**config.mk**
```make
export PLATFORM = sky130hd
export DESIGN_NAME = random_greedy_subset_clique_top_flat
export DESIGN_NICKNAME = d
export VERILOG_FILES = /design/src/rgsc_pkg.sv /design/src/rgsc_trial_if.sv /design/src/rgsc_result_if.sv /design/src/rgsc_ctrl.sv /design/src/rgsc_dp.sv /design/src/random_greedy_subset_clique_top.sv /design/src/flat_wrapper.sv
export SDC_FILE = /design/constraint.sdc
export NUM_CORES = 2
export LEC_CHECK = 0
export BUFFER_PORTS_ARGS = -buffer_cell sky130_fd_sc_hd__buf_2
export CORE_MARGIN = 1
export CORE_UTILIZATION = 55
export DETAILED_ROUTE_END_ITERATION = 6
export GPL_TIMING_DRIVEN = 0
export PLACE_DENSITY = 0.77
export SLEW_MARGIN = 40
export SYNTH_ARGS = -nofsm -noshare
export SYNTH_HDL_FRONTEND = slang
export SYNTH_SLANG_ARGS = --single-unit
```
**constraint.sdc**
```tcl
create_clock -name clk_i -period 8.65 [get_ports clk_i]
set_input_delay 0.865 -clock clk_i [delete_from_list [all_inputs] [get_ports clk_i]]
set_output_delay 0.865 -clock clk_i [all_outputs]
set_load 0.01 [all_outputs]
```
**src/rgsc_pkg.sv**
```systemverilog
package rgsc_pkg;

  // Sizes fixed by the field widths
  localparam int MAX_N_DEF  = 7;
  localparam int LANES      = 8;
  localparam int LANE_W     = 3;
  localparam int MASK_W     = 7;
  localparam int CNT_W      = 6;
  localparam int TAG_W      = 8;
  localparam int STEP_W     = 6;
  localparam int CFG_IDX_W  = 2;
  localparam int CFG_DATA_W = 64;

  // Phase lengths in cycles
  localparam int MUL_STEPS = 4;
  localparam int MIX_STEPS = 40;
  localparam int DIV_STEPS = 16;

  localparam logic [CNT_W-1:0] MAX_RESULTS = 6'd35;
  localparam logic [63:0]      SEED_MULT   = 64'd88172645463325252;
  localparam logic [63:0]      SEED_ADD    = 64'd12345;

  typedef enum logic [1:0] {
    CFG_SET_SIZE,
    CFG_SUBSET_SIZE,
    CFG_ALLOWED,
    CFG_SEED
  } cfg_reg_e;

  typedef enum logic [3:0] {
    ST_IDLE,
    ST_SEED_MUL,
    ST_SEED_MIX,
    ST_START,
    ST_TRY,
    ST_DIV,
    ST_SELECT,
    ST_NARROW,
    ST_EMIT,
    ST_EMPTY
  } state_e;

  // Controller to datapath
  typedef struct packed {
    logic              accept;
    logic              start;
    logic              mul;
    logic              draw;
    logic              div;
    logic              sel;
    logic              narrow;
    logic              emit;
    logic              emit_empty;
    logic [STEP_W-1:0] step;
  } cmd_t;

  // Datapath to controller
  typedef struct packed {
    logic seed_wr;
    logic cnt_zero;
    logic last;
    logic out_free;
  } sts_t;

  // One result transfer
  typedef struct packed {
    logic [TAG_W-1:0]  tag;
    logic [MASK_W-1:0] member_mask;
    logic              member_valid;
    logic [CNT_W-1:0]  position;
    logic [CNT_W-1:0]  clique_size;
    logic              new_best;
    logic [CNT_W-1:0]  best_size;
    logic              last;
  } res_t;

  // Number of k-subsets of an n-set, indexed [n][k]
  localparam logic [CNT_W-1:0] BINOM [8][8] = '{
    '{6'd1, 6'd0, 6'd0,  6'd0,  6'd0,  6'd0,  6'd0, 6'd0},
    '{6'd1, 6'd1, 6'd0,  6'd0,  6'd0,  6'd0,  6'd0, 6'd0},
    '{6'd1, 6'd2, 6'd1,  6'd0,  6'd0,  6'd0,  6'd0, 6'd0},
    '{6'd1, 6'd3, 6'd3,  6'd1,  6'd0,  6'd0,  6'd0, 6'd0},
    '{6'd1, 6'd4, 6'd6,  6'd4,  6'd1,  6'd0,  6'd0, 6'd0},
    '{6'd1, 6'd5, 6'd10, 6'd10, 6'd5,  6'd1,  6'd0, 6'd0},
    '{6'd1, 6'd6, 6'd15, 6'd20, 6'd15, 6'd6,  6'd1, 6'd0},
    '{6'd1, 6'd7, 6'd21, 6'd35, 6'd35, 6'd21, 6'd7, 6'd1}
  };

  function automatic logic [63:0] xs_step(input logic [63:0] s);
    logic [63:0] t;
    t = s ^ (s << 13);
    t = t ^ (t >> 7);
    t = t ^ (t << 17);
    return t;
  endfunction

  function automatic logic [3:0] popcnt8(input logic [7:0] x);
    logic [3:0] c;
    c = '0;
    for (int i = 0; i < 8; i++) begin
      c = c + {3'b000, x[i]};
    end
    return c;
  endfunction

  // Generator state after reset (seed zero), settled at elaboration
  function automatic logic [63:0] reset_state();
    logic [63:0] s;
    s = SEED_ADD;
    for (int i = 0; i < MIX_STEPS; i++) begin
      s = xs_step(s);
    end
    return s;
  endfunction

  localparam logic [63:0] RNG_RESET = reset_state();

  // Two distinct subsets are adjacent when their overlap size is allowed
  function automatic logic adjacent(input logic [MASK_W-1:0] m,
                                    input logic [MASK_W-1:0] v,
                                    input logic [7:0]        allowed);
    logic [3:0] ov;
    ov = popcnt8({1'b0, m & v});
    return (m != v) && allowed[ov[2:0]];
  endfunction

endpackage

```
**src/rgsc_trial_if.sv**
```systemverilog
interface rgsc_trial_if;
  logic                        valid;
  logic                        ready;
  logic [rgsc_pkg::TAG_W-1:0]  trial_tag;

  modport source (output valid, output trial_tag, input ready);
  modport sink   (input valid, input trial_tag, output ready);
endinterface

```
**src/rgsc_result_if.sv**
```systemverilog
interface rgsc_result_if;
  logic                         valid;
  logic                         ready;
  logic [rgsc_pkg::TAG_W-1:0]   tag;
  logic [rgsc_pkg::MASK_W-1:0]  member_mask;
  logic                         member_valid;
  logic [rgsc_pkg::CNT_W-1:0]   position;
  logic [rgsc_pkg::CNT_W-1:0]   clique_size;
  logic                         new_best;
  logic [rgsc_pkg::CNT_W-1:0]   best_size;
  logic                         last;

  modport source (output valid, output tag, output member_mask, output member_valid,
                  output position, output clique_size, output new_best,
                  output best_size, output last, input ready);
  modport sink   (input valid, input tag, input member_mask, input member_valid,
                  input position, input clique_size, input new_best,
                  input best_size, input last, output ready);
endinterface

```
**src/rgsc_ctrl.sv**
```systemverilog
module rgsc_ctrl #(
  parameter int MAX_N = rgsc_pkg::MAX_N_DEF
) (
  input  logic           clk_i,
  input  logic           rst_ni,
  input  logic           in_valid_i,
  output logic           in_ready_o,
  input  rgsc_pkg::sts_t sts_i,
  output rgsc_pkg::cmd_t cmd_o
);

  localparam int CAND_W = (MAX_N < 3) ? rgsc_pkg::LANES : (1 << MAX_N);
  localparam int CHUNKS = CAND_W / rgsc_pkg::LANES;
  localparam logic [rgsc_pkg::STEP_W-1:0] LAST_CHUNK = rgsc_pkg::STEP_W'(CHUNKS - 1);
  localparam logic [rgsc_pkg::STEP_W-1:0] LAST_MUL   = rgsc_pkg::STEP_W'(rgsc_pkg::MUL_STEPS - 1);
  localparam logic [rgsc_pkg::STEP_W-1:0] LAST_MIX   = rgsc_pkg::STEP_W'(rgsc_pkg::MIX_STEPS - 1);
  localparam logic [rgsc_pkg::STEP_W-1:0] LAST_DIV   = rgsc_pkg::STEP_W'(rgsc_pkg::DIV_STEPS - 1);

  rgsc_pkg::state_e            state_q, state_d;
  logic [rgsc_pkg::STEP_W-1:0] step_q, step_d;
  logic                        accept;

  assign in_ready_o = (state_q == rgsc_pkg::ST_IDLE) && !sts_i.seed_wr;
  assign accept     = in_valid_i && in_ready_o;

  // State and step counter
  always_ff @(posedge clk_i or negedge rst_ni) begin
    if (!rst_ni) begin
      state_q <= rgsc_pkg::ST_IDLE;
      step_q  <= '0;
    end else begin
      state_q <= state_d;
      step_q  <= step_d;
    end
  end

  // Next state and commands
  always_comb begin
    state_d  = state_q;
    step_d   = step_q;
    cmd_o    = '0;
    cmd_o.step = step_q;
    if (sts_i.seed_wr) begin
      // a seed write restarts the reseed sequence
      state_d = rgsc_pkg::ST_SEED_MUL;
      step_d  = '0;
    end else begin
      case (state_q)
        rgsc_pkg::ST_IDLE: begin
          cmd_o.accept = accept;
          if (accept) begin
            state_d = rgsc_pkg::ST_START;
          end
        end
        rgsc_pkg::ST_SEED_MUL: begin
          cmd_o.mul = 1'b1;
          if (step_q == LAST_MUL) begin
            state_d = rgsc_pkg::ST_SEED_MIX;
            step_d  = '0;
          end else begin
            step_d = step_q + 1'b1;
          end
        end
        rgsc_pkg::ST_SEED_MIX: begin
          cmd_o.draw = 1'b1;
          if (step_q == LAST_MIX) begin
            state_d = rgsc_pkg::ST_IDLE;
            step_d  = '0;
          end else begin
            step_d = step_q + 1'b1;
          end
        end
        rgsc_pkg::ST_START: begin
          cmd_o.start = 1'b1;
          state_d     = rgsc_pkg::ST_TRY;
        end
        rgsc_pkg::ST_TRY: begin
          if (sts_i.cnt_zero) begin
            state_d = rgsc_pkg::ST_EMPTY;
          end else begin
            cmd_o.draw = 1'b1;
            state_d    = rgsc_pkg::ST_DIV;
            step_d     = '0;
          end
        end
        rgsc_pkg::ST_DIV: begin
          cmd_o.div = 1'b1;
          if (step_q == LAST_DIV) begin
            state_d = rgsc_pkg::ST_SELECT;
            step_d  = '0;
          end else begin
            step_d = step_q + 1'b1;
          end
        end
        rgsc_pkg::ST_SELECT: begin
          cmd_o.sel = 1'b1;
          if (step_q == LAST_CHUNK) begin
            state_d = rgsc_pkg::ST_NARROW;
            step_d  = '0;
          end else begin
            step_d = step_q + 1'b1;
          end
        end
        rgsc_pkg::ST_NARROW: begin
          cmd_o.narrow = 1'b1;
          if (step_q == LAST_CHUNK) begin
            state_d = rgsc_pkg::ST_EMIT;
            step_d  = '0;
          end else begin
            step_d = step_q + 1'b1;
          end
        end
        rgsc_pkg::ST_EMIT: begin
          if (sts_i.out_free) begin
            cmd_o.emit = 1'b1;
            state_d    = sts_i.last ? rgsc_pkg::ST_IDLE : rgsc_pkg::ST_TRY;
          end
        end
        rgsc_pkg::ST_EMPTY: begin
          if (sts_i.out_free) begin
            cmd_o.emit_empty = 1'b1;
            state_d          = rgsc_pkg::ST_IDLE;
          end
        end
        default: begin
          state_d = rgsc_pkg::ST_IDLE;
          step_d  = '0;
        end
      endcase
    end
  end

  // Checks
  a_accept_starts: assert property (@(posedge clk_i) disable iff (!rst_ni)
    accept |=> state_q == rgsc_pkg::ST_START)
    else $error("accepted trial did not start");

  a_seed_restarts: assert property (@(posedge clk_i) disable iff (!rst_ni)
    sts_i.seed_wr |=> (state_q == rgsc_pkg::ST_SEED_MUL) && (step_q == '0))
    else $error("seed write did not restart reseed");

  a_div_nonzero: assert property (@(posedge clk_i) disable iff (!rst_ni)
    state_q == rgsc_pkg::ST_DIV |-> !sts_i.cnt_zero)
    else $error("modulo by zero count");

endmodule

```
**src/rgsc_dp.sv**
```systemverilog
module rgsc_dp #(
  parameter int MAX_N = rgsc_pkg::MAX_N_DEF
) (
  input  logic                            clk_i,
  input  logic                            rst_ni,
  input  logic                            cfg_we_i,
  input  logic [rgsc_pkg::CFG_IDX_W-1:0]  cfg_idx_i,
  input  logic [rgsc_pkg::CFG_DATA_W-1:0] cfg_data_i,
  input  logic [rgsc_pkg::TAG_W-1:0]      in_tag_i,
  input  rgsc_pkg::cmd_t                  cmd_i,
  output rgsc_pkg::sts_t                  sts_o,
  output rgsc_pkg::res_t                  res_o,
  output logic                            res_valid_o,
  input  logic                            res_ready_i
);

  localparam int CAND_W = (MAX_N < 3) ? rgsc_pkg::LANES : (1 << MAX_N);
  localparam int CHUNKS = CAND_W / rgsc_pkg::LANES;
  localparam int CH_W   = (CHUNKS > 1) ? $clog2(CHUNKS) : 1;
  localparam int MW     = rgsc_pkg::MASK_W;
  localparam int CW     = rgsc_pkg::CNT_W;

  // Configuration registers
  logic [2:0]  set_size_q;
  logic [2:0]  subset_size_q;
  logic [7:0]  allowed_q;
  logic [63:0] seed_q;

  // Working state
  logic [63:0]                  rng_q, rng_d;
  logic [63:0]                  prod_q, prod_d;
  logic [31:0]                  div_q, div_d;
  logic [CW-1:0]                rem_q, rem_d;
  logic [CAND_W-1:0]            cand_q, cand_d;
  logic [CW-1:0]                cnt_q, cnt_d;
  logic [CW-1:0]                found_q, found_d;
  logic [CW-1:0]                best_q, best_d;
  logic [MW-1:0]                v_q, v_d;
  logic                         selfound_q, selfound_d;
  logic [rgsc_pkg::TAG_W-1:0]   tag_q, tag_d;
  logic                         out_valid_q, out_valid_d;
  rgsc_pkg::res_t               res_q, res_d;

  // Combinational helpers
  logic                         seed_wr;
  logic [2:0]                   n_eff;
  logic [CH_W-1:0]              chunk;
  logic [MW-1:0]                base;
  logic [rgsc_pkg::LANES-1:0]   low;
  logic [rgsc_pkg::LANES-1:0]   newlow;
  logic [3:0]                   low_cnt;
  logic [3:0]                   new_cnt;
  logic [CW-1:0]                run;
  logic                         hit;
  logic [rgsc_pkg::LANE_W-1:0]  lane;
  logic [CAND_W-1:0]            fill;
  logic [CAND_W-1:0]            rot_sel;
  logic [CAND_W-1:0]            rot_nar;
  logic [63:0]                  rng_next;
  logic [31:0]                  mul_a, mul_b;
  logic [6:0]                   t1, t2;
  logic [5:0]                   r1;
  logic [CW-1:0]                found_inc;
  logic                         nb;
  logic                         is_last;

  assign seed_wr = cfg_we_i &&
                   (rgsc_pkg::cfg_reg_e'(cfg_idx_i) == rgsc_pkg::CFG_SEED);
  assign n_eff   = (set_size_q > 3'(MAX_N)) ? 3'(MAX_N) : set_size_q;
  assign chunk   = cmd_i.step[CH_W-1:0];
  assign base    = MW'(chunk) << rgsc_pkg::LANE_W;
  assign low     = cand_q[rgsc_pkg::LANES-1:0];
  assign low_cnt = rgsc_pkg::popcnt8(low);
  assign new_cnt = rgsc_pkg::popcnt8(newlow);
  assign rng_next = rgsc_pkg::xs_step(rng_q);
  assign found_inc = found_q + 1'b1;
  assign nb        = found_inc > best_q;
  assign is_last   = (cnt_q == '0) || (found_q == rgsc_pkg::MAX_RESULTS - 1'b1);

  assign sts_o.seed_wr  = seed_wr;
  assign sts_o.cnt_zero = (cnt_q == '0);
  assign sts_o.last     = is_last;
  assign sts_o.out_free = !out_valid_q || res_ready_i;

  assign res_o       = res_q;
  assign res_valid_o = out_valid_q;

  // Initial candidate set: every k-subset of the n-set
  always_comb begin
    for (int m = 0; m < CAND_W; m++) begin
      fill[m] = ((8'(m) >> n_eff) == 8'd0) &&
                (rgsc_pkg::popcnt8(8'(m)) == {1'b0, subset_size_q});
    end
  end

  // Locate the chosen candidate inside the current chunk
  always_comb begin
    run  = '0;
    hit  = 1'b0;
    lane = '0;
    for (int j = 0; j < rgsc_pkg::LANES; j++) begin
      if (low[j] && !hit && (run == rem_q)) begin
        hit  = 1'b1;
        lane = rgsc_pkg::LANE_W'(j);
      end
      run = run + {{(CW-1){1'b0}}, low[j]};
    end
  end

  // Keep only neighbours of the picked member
  always_comb begin
    for (int j = 0; j < rgsc_pkg::LANES; j++) begin
      newlow[j] = low[j] && rgsc_pkg::adjacent(base | MW'(j), v_q, allowed_q);
    end
  end

  // Chunk rotation: low chunk goes back in at the top
  assign rot_sel = (CAND_W'(low) << (CAND_W - rgsc_pkg::LANES)) | (cand_q >> rgsc_pkg::LANES);
  assign rot_nar = (CAND_W'(newlow) << (CAND_W - rgsc_pkg::LANES)) |
                   (cand_q >> rgsc_pkg::LANES);

  // Shared 32x32 multiplier for the reseed product
  always_comb begin
    case (cmd_i.step[1:0])
      2'd0:    begin mul_a = seed_q[31:0];  mul_b = rgsc_pkg::SEED_MULT[31:0];  end
      2'd1:    begin mul_a = seed_q[31:0];  mul_b = rgsc_pkg::SEED_MULT[63:32]; end
      2'd2:    begin mul_a = seed_q[63:32]; mul_b = rgsc_pkg::SEED_MULT[31:0];  end
      default: begin mul_a = seed_q[63:32]; mul_b = rgsc_pkg::SEED_MULT[31:0];  end
    endcase
  end

  // Two restoring modulo steps per cycle
  always_comb begin
    t1 = {rem_q, div_q[31]};
    if (t1 >= {1'b0, cnt_q}) begin
      t1 = t1 - {1'b0, cnt_q};
    end
    r1 = t1[5:0];
    t2 = {r1, div_q[30]};
    if (t2 >= {1'b0, cnt_q}) begin
      t2 = t2 - {1'b0, cnt_q};
    end
  end

  // Datapath next state
  always_comb begin
    rng_d       = rng_q;
    prod_d      = prod_q;
    div_d       = div_q;
    rem_d       = rem_q;
    cand_d      = cand_q;
    cnt_d       = cnt_q;
    found_d     = found_q;
    best_d      = best_q;
    v_d         = v_q;
    selfound_d  = selfound_q;
    tag_d       = tag_q;
    res_d       = res_q;
    out_valid_d = out_valid_q && !res_ready_i;

    if (seed_wr) begin
      best_d = '0;
    end

    if (cmd_i.accept) begin
      tag_d = in_tag_i;
    end

    if (cmd_i.mul) begin
      prod_d = mul_a * mul_b;
      case (cmd_i.step[1:0])
        2'd0:    rng_d = rng_q;
        2'd1:    rng_d = prod_q + rgsc_pkg::SEED_ADD;
        default: rng_d = rng_q + {prod_q[31:0], 32'd0};
      endcase
    end

    if (cmd_i.draw) begin
      rng_d = rng_next;
      div_d = rng_next[63:32];
      rem_d = '0;
    end

    if (cmd_i.start) begin
      cand_d  = fill;
      cnt_d   = rgsc_pkg::BINOM[n_eff][subset_size_q];
      found_d = '0;
    end

    if (cmd_i.div) begin
      div_d = div_q << 2;
      rem_d = t2[5:0];
    end

    if (cmd_i.sel) begin
      cand_d = rot_sel;
      if ((chunk == '0) || !selfound_q) begin
        if (hit) begin
          v_d        = base | MW'(lane);
          selfound_d = 1'b1;
        end else begin
          rem_d      = rem_q - {2'b00, low_cnt};
          selfound_d = 1'b0;
        end
      end
    end

    if (cmd_i.narrow) begin
      cand_d = rot_nar;
      cnt_d  = ((chunk == '0) ? '0 : cnt_q) + {2'b00, new_cnt};
    end

    if (cmd_i.emit) begin
      res_d.tag          = tag_q;
      res_d.member_mask  = v_q;
      res_d.member_valid = 1'b1;
      res_d.position     = found_q;
      res_d.clique_size  = is_last ? found_inc : '0;
      res_d.new_best     = is_last && nb;
      res_d.best_size    = is_last ? (nb ? found_inc : best_q) : '0;
      res_d.last         = is_last;
      out_valid_d        = 1'b1;
      found_d            = found_inc;
      if (is_last && nb) begin
        best_d = found_inc;
      end
    end

    if (cmd_i.emit_empty) begin
      res_d.tag          = tag_q;
      res_d.member_mask  = '0;
      res_d.member_valid = 1'b0;
      res_d.position     = '0;
      res_d.clique_size  = '0;
      res_d.new_best     = 1'b0;
      res_d.best_size    = best_q;
      res_d.last         = 1'b1;
      out_valid_d        = 1'b1;
    end
  end

  // Configuration and control registers
  always_ff @(posedge clk_i or negedge rst_ni) begin
    if (!rst_ni) begin
      set_size_q    <= 3'd7;
      subset_size_q <= 3'd3;
      allowed_q     <= '0;
      seed_q        <= '0;
      rng_q         <= rgsc_pkg::RNG_RESET;
      rem_q         <= '0;
      cand_q        <= '0;
      cnt_q         <= '0;
      found_q       <= '0;
      best_q        <= '0;
      selfound_q    <= 1'b0;
      out_valid_q   <= 1'b0;
    end else begin
      if (cfg_we_i) begin
        case (rgsc_pkg::cfg_reg_e'(cfg_idx_i))
          rgsc_pkg::CFG_SET_SIZE:    set_size_q    <= cfg_data_i[2:0];
          rgsc_pkg::CFG_SUBSET_SIZE: subset_size_q <= cfg_data_i[2:0];
          rgsc_pkg::CFG_ALLOWED:     allowed_q     <= cfg_data_i[7:0];
          rgsc_pkg::CFG_SEED:        seed_q        <= cfg_data_i;
          default: ;
        endcase
      end
      rng_q       <= rng_d;
      rem_q       <= rem_d;
      cand_q      <= cand_d;
      cnt_q       <= cnt_d;
      found_q     <= found_d;
      best_q      <= best_d;
      selfound_q  <= selfound_d;
      out_valid_q <= out_valid_d;
    end
  end

  // Payload registers
  always_ff @(posedge clk_i) begin
    prod_q <= prod_d;
    div_q  <= div_d;
    v_q    <= v_d;
    tag_q  <= tag_d;
    res_q  <= res_d;
  end

  // Checks
  a_cnt_bound: assert property (@(posedge clk_i) disable iff (!rst_ni)
    cnt_q <= rgsc_pkg::MAX_RESULTS)
    else $error("candidate count out of range");

  a_size_matches: assert property (@(posedge clk_i) disable iff (!rst_ni)
    out_valid_q && res_q.last && res_q.member_valid |->
      res_q.clique_size == res_q.position + 1'b1)
    else $error("clique size disagrees with last position");

  a_best_covers: assert property (@(posedge clk_i) disable iff (!rst_ni)
    out_valid_q && res_q.last |-> res_q.best_size >= res_q.clique_size)
    else $error("best size below trial size");

endmodule

```
**src/random_greedy_subset_clique_top.sv**
```systemverilog
// Randomized greedy clique search on the graph of k-subsets of an n-set.
// trial_i: one transfer starts one greedy trial, tagged by trial_tag.
// result_o: one transfer per clique member in pick order; the final one has
//   last set and carries clique_size, best_size and new_best. With no vertex
//   (k > n) a trial gives a single result with member_valid low.
// cfg_we_i/cfg_idx_i/cfg_data_i: register writes (set_size, subset_size,
//   allowed_sizes, seed), which the user must make only between trials;
//   the block itself does not enforce this.
// Steps: build the candidate set, then per member a generator draw, the
//   modulo steps (2 quotient bits per cycle), a scan of the candidate vector
//   8 bits at a time for the pick and another for the neighbour filter, and
//   the load of the result.
// A new trial is accepted once the last result is loaded, even while it
//   waits at the output. A stalled receiver holds the block in its emit step.
// A seed write runs the multiply and 40 generator steps; trial_i.ready
//   stays low in the write cycle and until those steps finish, and
//   best_size is cleared.
// Reset loads the register defaults and the generator state of seed zero, so
//   the first trial can be taken right away.
module random_greedy_subset_clique_top #(
  parameter int MAX_N = rgsc_pkg::MAX_N_DEF
) (
  input  logic                            clk_i,
  input  logic                            rst_ni,
  rgsc_trial_if.sink                      trial_i,
  rgsc_result_if.source                   result_o,
  input  logic                            cfg_we_i,
  input  logic [rgsc_pkg::CFG_IDX_W-1:0]  cfg_idx_i,
  input  logic [rgsc_pkg::CFG_DATA_W-1:0] cfg_data_i
);

  rgsc_pkg::cmd_t cmd;
  rgsc_pkg::sts_t sts;
  rgsc_pkg::res_t res;
  logic           res_valid;
  logic           in_ready;

  rgsc_ctrl #(
    .MAX_N (MAX_N)
  ) u_ctrl (
    .clk_i      (clk_i),
    .rst_ni     (rst_ni),
    .in_valid_i (trial_i.valid),
    .in_ready_o (in_ready),
    .sts_i      (sts),
    .cmd_o      (cmd)
  );

  rgsc_dp #(
    .MAX_N (MAX_N)
  ) u_dp (
    .clk_i       (clk_i),
    .rst_ni      (rst_ni),
    .cfg_we_i    (cfg_we_i),
    .cfg_idx_i   (cfg_idx_i),
    .cfg_data_i  (cfg_data_i),
    .in_tag_i    (trial_i.trial_tag),
    .cmd_i       (cmd),
    .sts_o       (sts),
    .res_o       (res),
    .res_valid_o (res_valid),
    .res_ready_i (result_o.ready)
  );

  // Channel hookup
  assign trial_i.ready         = in_ready;
  assign result_o.valid        = res_valid;
  assign result_o.tag          = res.tag;
  assign result_o.member_mask  = res.member_mask;
  assign result_o.member_valid = res.member_valid;
  assign result_o.position     = res.position;
  assign result_o.clique_size  = res.clique_size;
  assign result_o.new_best     = res.new_best;
  assign result_o.best_size    = res.best_size;
  assign result_o.last         = res.last;

endmodule
```
**src/flat_wrapper.sv**
```systemverilog
// flat-port wrapper written by rule: the top's interface ports become plain ports
module random_greedy_subset_clique_top_flat 
#(
  parameter int MAX_N = rgsc_pkg::MAX_N_DEF
)
  (clk_i, rst_ni, cfg_we_i, cfg_idx_i, cfg_data_i, trial_i_valid, trial_i_trial_tag, trial_i_ready, result_o_valid, result_o_tag, result_o_member_mask, result_o_member_valid, result_o_position, result_o_clique_size, result_o_new_best, result_o_best_size, result_o_last, result_o_ready);
  rgsc_trial_if trial_i_i ();
  rgsc_result_if result_o_i ();
  input  logic clk_i;
  input  logic rst_ni;
  input  logic cfg_we_i;
  input  logic [rgsc_pkg::CFG_IDX_W-1:0] cfg_idx_i;
  input  logic [rgsc_pkg::CFG_DATA_W-1:0] cfg_data_i;
  input wire logic [$bits(trial_i_i.valid)-1:0] trial_i_valid;
  input wire logic [$bits(trial_i_i.trial_tag)-1:0] trial_i_trial_tag;
  output wire logic [$bits(trial_i_i.ready)-1:0] trial_i_ready;
  output wire logic [$bits(result_o_i.valid)-1:0] result_o_valid;
  output wire logic [$bits(result_o_i.tag)-1:0] result_o_tag;
  output wire logic [$bits(result_o_i.member_mask)-1:0] result_o_member_mask;
  output wire logic [$bits(result_o_i.member_valid)-1:0] result_o_member_valid;
  output wire logic [$bits(result_o_i.position)-1:0] result_o_position;
  output wire logic [$bits(result_o_i.clique_size)-1:0] result_o_clique_size;
  output wire logic [$bits(result_o_i.new_best)-1:0] result_o_new_best;
  output wire logic [$bits(result_o_i.best_size)-1:0] result_o_best_size;
  output wire logic [$bits(result_o_i.last)-1:0] result_o_last;
  input wire logic [$bits(result_o_i.ready)-1:0] result_o_ready;
  assign trial_i_i.valid = trial_i_valid;
  assign trial_i_i.trial_tag = trial_i_trial_tag;
  assign trial_i_ready = trial_i_i.ready;
  assign result_o_valid = result_o_i.valid;
  assign result_o_tag = result_o_i.tag;
  assign result_o_member_mask = result_o_i.member_mask;
  assign result_o_member_valid = result_o_i.member_valid;
  assign result_o_position = result_o_i.position;
  assign result_o_clique_size = result_o_i.clique_size;
  assign result_o_new_best = result_o_i.new_best;
  assign result_o_best_size = result_o_i.best_size;
  assign result_o_last = result_o_i.last;
  assign result_o_i.ready = result_o_ready;
  random_greedy_subset_clique_top #(.MAX_N(MAX_N)) u_core (.clk_i(clk_i), .rst_ni(rst_ni), .trial_i(trial_i_i), .result_o(result_o_i), .cfg_we_i(cfg_we_i), .cfg_idx_i(cfg_idx_i), .cfg_data_i(cfg_data_i));
endmodule
```
### Word level (Yosys, flattened, before mapping)

Memory sizes are Yosys's and may differ from the RTL's.
Cells that the tools add are included.

* bits in registers: 453
* latch bits: 0
* memory bits (writable): 0
* bits in read-only memories: 384
* output and inout bits: 38
* memories: 1

Memories
* (name not given): words 8, width 48, rd ports 1, clocked after Yosys merged registers in 0, write ports 0, RTL line rgsc_dp.sv:186 `cnt_d = rgsc_pkg::BINOM[n_eff][subset_size_q];`

* add/subtract/negate cells: 76
* $mul: 1
* div/mod/pow operators: 0
* order comparisons: 14
* equality and inequality tests: 50
* shift operators: 128
* mux-type cells: 100
* bitwise logic cells: 16
* reduce and logical (&&, ||, !) cells: 331

Operators with widths (number)
* $logic_not A8 Y1: 128
* $shr A7 B3 Y8 const A: 64
* $mux W128: 3
* $or A128 B120 Y128: 2
* $shr A6 B3 Y8 const A: 32
* $logic_and A1 B1 Y1: 164
* $mux W6: 25
* $mux W32: 4
* $mux W64: 2
* $pmux W64 S2: 1
* $shr A5 B3 Y8 const A: 16
* $xor A64 B64 Y64: 2
* $add A3 B1 Y3: 32
* $mux W48: 2
* $mux W36: 2
* $add A64 B14 Y64 const B: 1
* $add A64 B64 Y64: 1
* $mul A32 B32 Y64: 1
* $shr A4 B3 Y8 const A: 8
* $xor A64 B57 Y64: 1
* $and A7 B7 Y7: 8
* $ne A7 B7 Y1: 8
* $mux W4: 10
* $pmux W4 S10: 1
* 63 further kinds: 198

### Depth between registers and ports, before layout

* word-level depth: 34
* depth in mapped cells: 36
* gate-level depth less buffers: 34

### Hierarchy

Synthesis repeated with hierarchy kept, for this count alone.

* cells, all modules: 5105
* area, all modules: 50178.1 µm²

By module, submodules not included
* rgsc_dp: instances 1, cells an instance 5003, area each 49334.8 µm², seq. area each 11623.6 µm²
* rgsc_ctrl: instances 1, cells an instance 102, area each 843.3 µm², seq. area each 250.2 µm²

### Worst setup path before layout

No wires, ideal clock.

* path kind: register to register
* start: reg u_core.u_ctrl.step_q[0] (netlist bit)
* end: reg u_core.u_dp.prod_q[61] (data pin)
* setup time: 0.258 ns
* data arrival time: 9.133 ns
* data required time: 8.392 ns
* slack: -0.741 ns
* cell stages (with the launch flop): 34
* clock period less this slack: 9.391 ns
* path through: dfrtp_1 -> inv_1 -> ha_1 -> clkbuf_1 -> nor2_1 -> buf_4 -> buf_4 -> buf_2 -> mux2i_1 -> or2_2 -> inv_1 -> fa_1 -> inv_1 -> fa_1 -> fa_1 -> fa_1 -> inv_1 -> fa_1 -> fa_1 -> fa_1 -> inv_1 -> fa_1 -> inv_1 -> ha_1 -> nand2_1 -> o21a_1 -> a21boi_1 -> o21ai_0 -> and3_1 -> a2111oi_0 -> or3_1 -> or2_1 -> a311o_1 -> xnor2_1

* longest elaborated chain between the ends: 4
* elaborated cells on any way between the ends: 6
* classes of those cells: 1 x mul; 1 x eq/ne; 2 x mux; 2 x reduce/logical

Ends and longest elaborated chain
* start, declared: RTL line rgsc_ctrl.sv:20 `logic [rgsc_pkg::STEP_W-1:0] step_q, step_d;`
* start signal, assigned: RTL line rgsc_ctrl.sv:33 `step_q <= step_d;`
* $eq A2 B1 Y1 or $logic_not A2 Y1 (tied branches): RTL line rgsc_dp.sv:124 `case (cmd_i.step[1:0])`
* $reduce_or A2 Y1 (no line)
* $mux W32: RTL line rgsc_dp.sv:124
* $mul A32 B32 Y64 *: RTL line rgsc_dp.sv:170 `prod_d = mul_a * mul_b;`
* end signal, assigned: RTL line rgsc_dp.sv:280 `prod_q <= prod_d;`
* end, declared: RTL line rgsc_dp.sv:31 `logic [63:0] prod_q, prod_d;`

Mark *: on every way between the ends. The rest lies on a longest branch, timed or not.
A chain may end at the register's enable or synchronous reset.

### Worst setup path after layout

* start: reg u_core.u_ctrl.step_q[1] (netlist bit)
* end: reg u_core.u_dp.prod_q[61] (data pin)

The elaborated chain is that of the path after synthesis.

==> reports/results.ini <==
[clock_network]
ctsHoldBuffers=0
largest_buffer_count_on_any_clock_path=3
worstSkewPairLatency_ps=670
clock_tree.root_cell=sky130_fd_sc_hd__clkbuf_16
numCtsBuffers=53
cts_tree=done
cts-htree-levels=2
clkSlewWorstSetupHoldPaths_ps=80
cts_sinks=453

[critical_path]
worst_setup_path_startpoint=u_core.u_ctrl.step_q[1]
critPathSlowestCell=sky130_fd_sc_hd__fa_1
path_common_cell=sky130_fd_sc_hd__fa_1
cp_data_arrival_time_ps=9620
start_kind=register
worst-path-max-fanout=11
worstSetupEndpointType=register
rr_worst_depth=28
r2r_start=u_core.u_ctrl.step_q[1]
cp_slowest_stage_delay_ps=710
critical_path_required_time_ps=9040
worst_r2r_endpoint=u_core.u_dp.prod_q[61]
timing.reg2reg.setup_slack_ps=-580
cp.depth=28
critPathTopFamily=adder cells
timing.setup.critical_path_class=register to register
crit_buf_inv=8

[routing]
met1Wirelength_um=62200
finalWirelength_um=167000
drt_iter0_markers=4454
route.met3.wl_um=15900
route.detailed.vias_per_inst=6.06
route.antenna.remaining_nets=0
highest_layer=met5
detail_route.first_pass.iterations=6
dr_total_vias=41500
drcViolationCount=0
wl_met2_um=75600
post_drt_wl_per_cell_um=24.3

[outcome]
status=complete, but fails checks
violated_checks=negative setup slack

[timing]
finalClockSkew_ps=28.6
fmaxAchievable_mhz=108
final-setup-viol-count=18
worstMarginPinSlew_ps=910
final_max_slew_viol_count=0
slew_headroom=0.393
final.period_utilization=1.07
unrepaired_setup_endpoints_after_global_routing=true
final_total_negative_setup_slack_ps=-3410
final.setup.worst_slack_ps=-582
timing.final.hold_violations=0
final_period_minus_worst_setup_slack_ps=9230

[placement]
post-dp-hpwl_um=127000
finalWeightedCongestion=1.05
count_of_buffers_from_port_buffering=116

[logic_synthesis]
sequential_area_share_after_synthesis=0.237
synth-edff-count=123
post_synth_instance_area_sq_um=50100
synth_cell_types=107
synthesis.instances=5239
synth-async-reset-ratio=0.675
number_of_storage_elements_in_the_synthesis_netlist=453
synth_flop_cell=sky130_fd_sc_hd__dfrtp_1
syn_avg_cell_area_sq_um=9.56
synth_warnings=0

[global_route]
grt_start_max_net_pins=65
grt_antenna_before_repair=3
grt_first_pass_wirelength_um=247000
global_route.overflow_total=0
globalRouteTotalUtil=0.354
grt_pass1_vias=41700

[die]
width_of_the_die_um=304
core_area_sq_um=90100
total_i_o_pin_count=117
fp.dieArea_sq_um=92200
initial_core_utilization=0.555
chipHeight_um=304
floorplan.rows=110

[cells_and_area]
areaGrowthSynthToFinish_pct=15.3
final_nets=6794
share_of_final_layout_standard_cells_stronger_than_drive_strength_1=0.145

[hold_path]
timing.hold.worst.class=primary input to asynchronous set/reset pin

[run]
max_cap_viol_count=0

==> cell usage in the layout, fill, tap and decap left out, types with 138 or more instances in the layout <==
cell type                  count
sky130_fd_sc_hd__o21ai_0     249
sky130_fd_sc_hd__dfrtp_1     270
sky130_fd_sc_hd__inv_1       776
sky130_fd_sc_hd__fa_1        508
sky130_fd_sc_hd__ha_1        524
sky130_fd_sc_hd__xnor2_1     253
sky130_fd_sc_hd__nand2_1     549
sky130_fd_sc_hd__a21oi_1     215
sky130_fd_sc_hd__clkbuf_1    138
sky130_fd_sc_hd__buf_4       152
sky130_fd_sc_hd__nor2_1      235
==> cells in the mapped netlist, types with 123 or more instances <==
| library cell | number | area share |
|---|---|---|
| sky130_fd_sc_hd__nor2_1 | 257 | 0.019 |
| sky130_fd_sc_hd__edfxtp_1 | 123 | 0.074 |
| sky130_fd_sc_hd__o21ai_0 | 257 | 0.026 |
| sky130_fd_sc_hd__nand2_1 | 554 | 0.042 |
| sky130_fd_sc_hd__xnor2_1 | 268 | 0.047 |
| sky130_fd_sc_hd__fa_1 | 537 | 0.21 |
| sky130_fd_sc_hd__a21oi_1 | 224 | 0.022 |
| sky130_fd_sc_hd__clkbuf_1 | 162 | 0.012 |
| sky130_fd_sc_hd__inv_1 | 813 | 0.061 |
| sky130_fd_sc_hd__ha_1 | 555 | 0.14 |
| sky130_fd_sc_hd__xor2_1 | 141 | 0.025 |
| sky130_fd_sc_hd__dfrtp_1 | 272 | 0.14 |
==> cell type report <==
| class | count | area, sq um |
|---|---|---|
| multi-input combinational | 3804 | 35900 |
| fill | 7150 | 32400 |
| tap | 1176 | 1470 |
| sequential | 453 | 11900 |
| inverter | 819 | 3170 |
| antenna | 2 | 5.00 |
| clock inverter | 26 | 285 |
| buffer | 177 | 912 |
| clock buffer | 72 | 1480 |
| timing repair buffer | 315 | 2580 |
==> worst reg2reg max path, delay by kind of cell (launching register included) <==
kind / cells / cell delay [ps]
buffers and inverters: 8 / 1640
AO/OA/AOI/OAI: 2 / 480
AND/OR/NAND/NOR: 7 / 1640
XOR/XNOR: 1 / 180
flip-flops: 1 / 430
adder cells (fa/ha/maj): 10 / 4580
==> logic make-up (layout without fill, tap and decap cells) <==
kind of cell,Yosys count,in the layout,share of synthesized area
AO/OA/AOI/OAI,900,900,0.117
buffers and inverters,1011,1409,0.0762
AND/OR/NAND/NOR,1253,1253,0.115
flip-flops,453,453,0.237
multiplexers,101,101,0.0253
XOR/XNOR,413,413,0.0731
other,2,33,0.000150
adder cells (fa/ha/maj),1106,1106,0.356
==> worst max path at each step <==
stage,slack [ps],end
floorplan,3,u_core.u_dp.prod_q[61]
global placement,-3540,u_core.u_dp.prod_q[61]
detailed placement,-2900,u_core.u_dp.prod_q[61]
CTS,-320,u_core.u_dp.prod_q[61]
global route,-670,u_core.u_dp.prod_q[61]
finish,-580,u_core.u_dp.prod_q[61]
==> sequential cells by signal (all words and copies together) (netlist names) <==
| register | flops |
|---|---|
| u_core.u_ctrl.state_q | 4 |
| u_core.u_dp.res_valid_o | 1 |
| u_core.u_dp.cand_q | 128 |
| u_core.u_ctrl.step_q | 6 |
| u_core.u_dp.div_q | 32 |
| u_core.u_dp.cnt_q | 6 |
| u_core.u_dp.v_q | 7 |
| u_core.u_dp.rem_q | 6 |
| u_core.u_dp.set_size_q | 3 |
| u_core.u_dp.found_q | 6 |
| u_core.u_dp.rng_q | 64 |
| u_core.u_dp.tag_q | 8 |
| u_core.u_dp.res_o | 36 |
| u_core.u_dp.best_q | 6 |
| u_core.u_dp.subset_size_q | 3 |
| u_core.u_dp.selfound_q | 1 |
| u_core.u_dp.allowed_q | 8 |
| u_core.u_dp.prod_q | 64 |
| u_core.u_dp.seed_q | 64 |
==> repair_timing <==
action / 4_1_cts / 5_1_grt
buffers inserted: 118 / 70
gates resized for setup: 255 / 117
pin swaps: 39 / 72
gates cloned: 3 / 0
setup endpoints to repair: 49 / 27
==> metal layers <==
metal	GRT usage	vias up
met1	0.441	20400
met5	0	-
li1	-	18100
met2	0.562	2372
met4	0.227	2
met3	0.0725	670
==> stage by stage <==
step	worst slack, ps	cell area [sq um]	hold WS, ps	util	instances
floorplan	3.38	50300	426	-	5268
global placement	-3540	52300	420	0.580	6560
detailed placement	-2900	52600	433	0.584	6568
CTS	-320	56600	41.1	0.628	6773
global route	-673	57700	74.9	0.640	6842
finish	-582	57700	70.5	0.640	6844
Power is left out: the tool's default activity adds up to more than one toggle a clock period on the data nets, which glitch-free logic cannot reach.
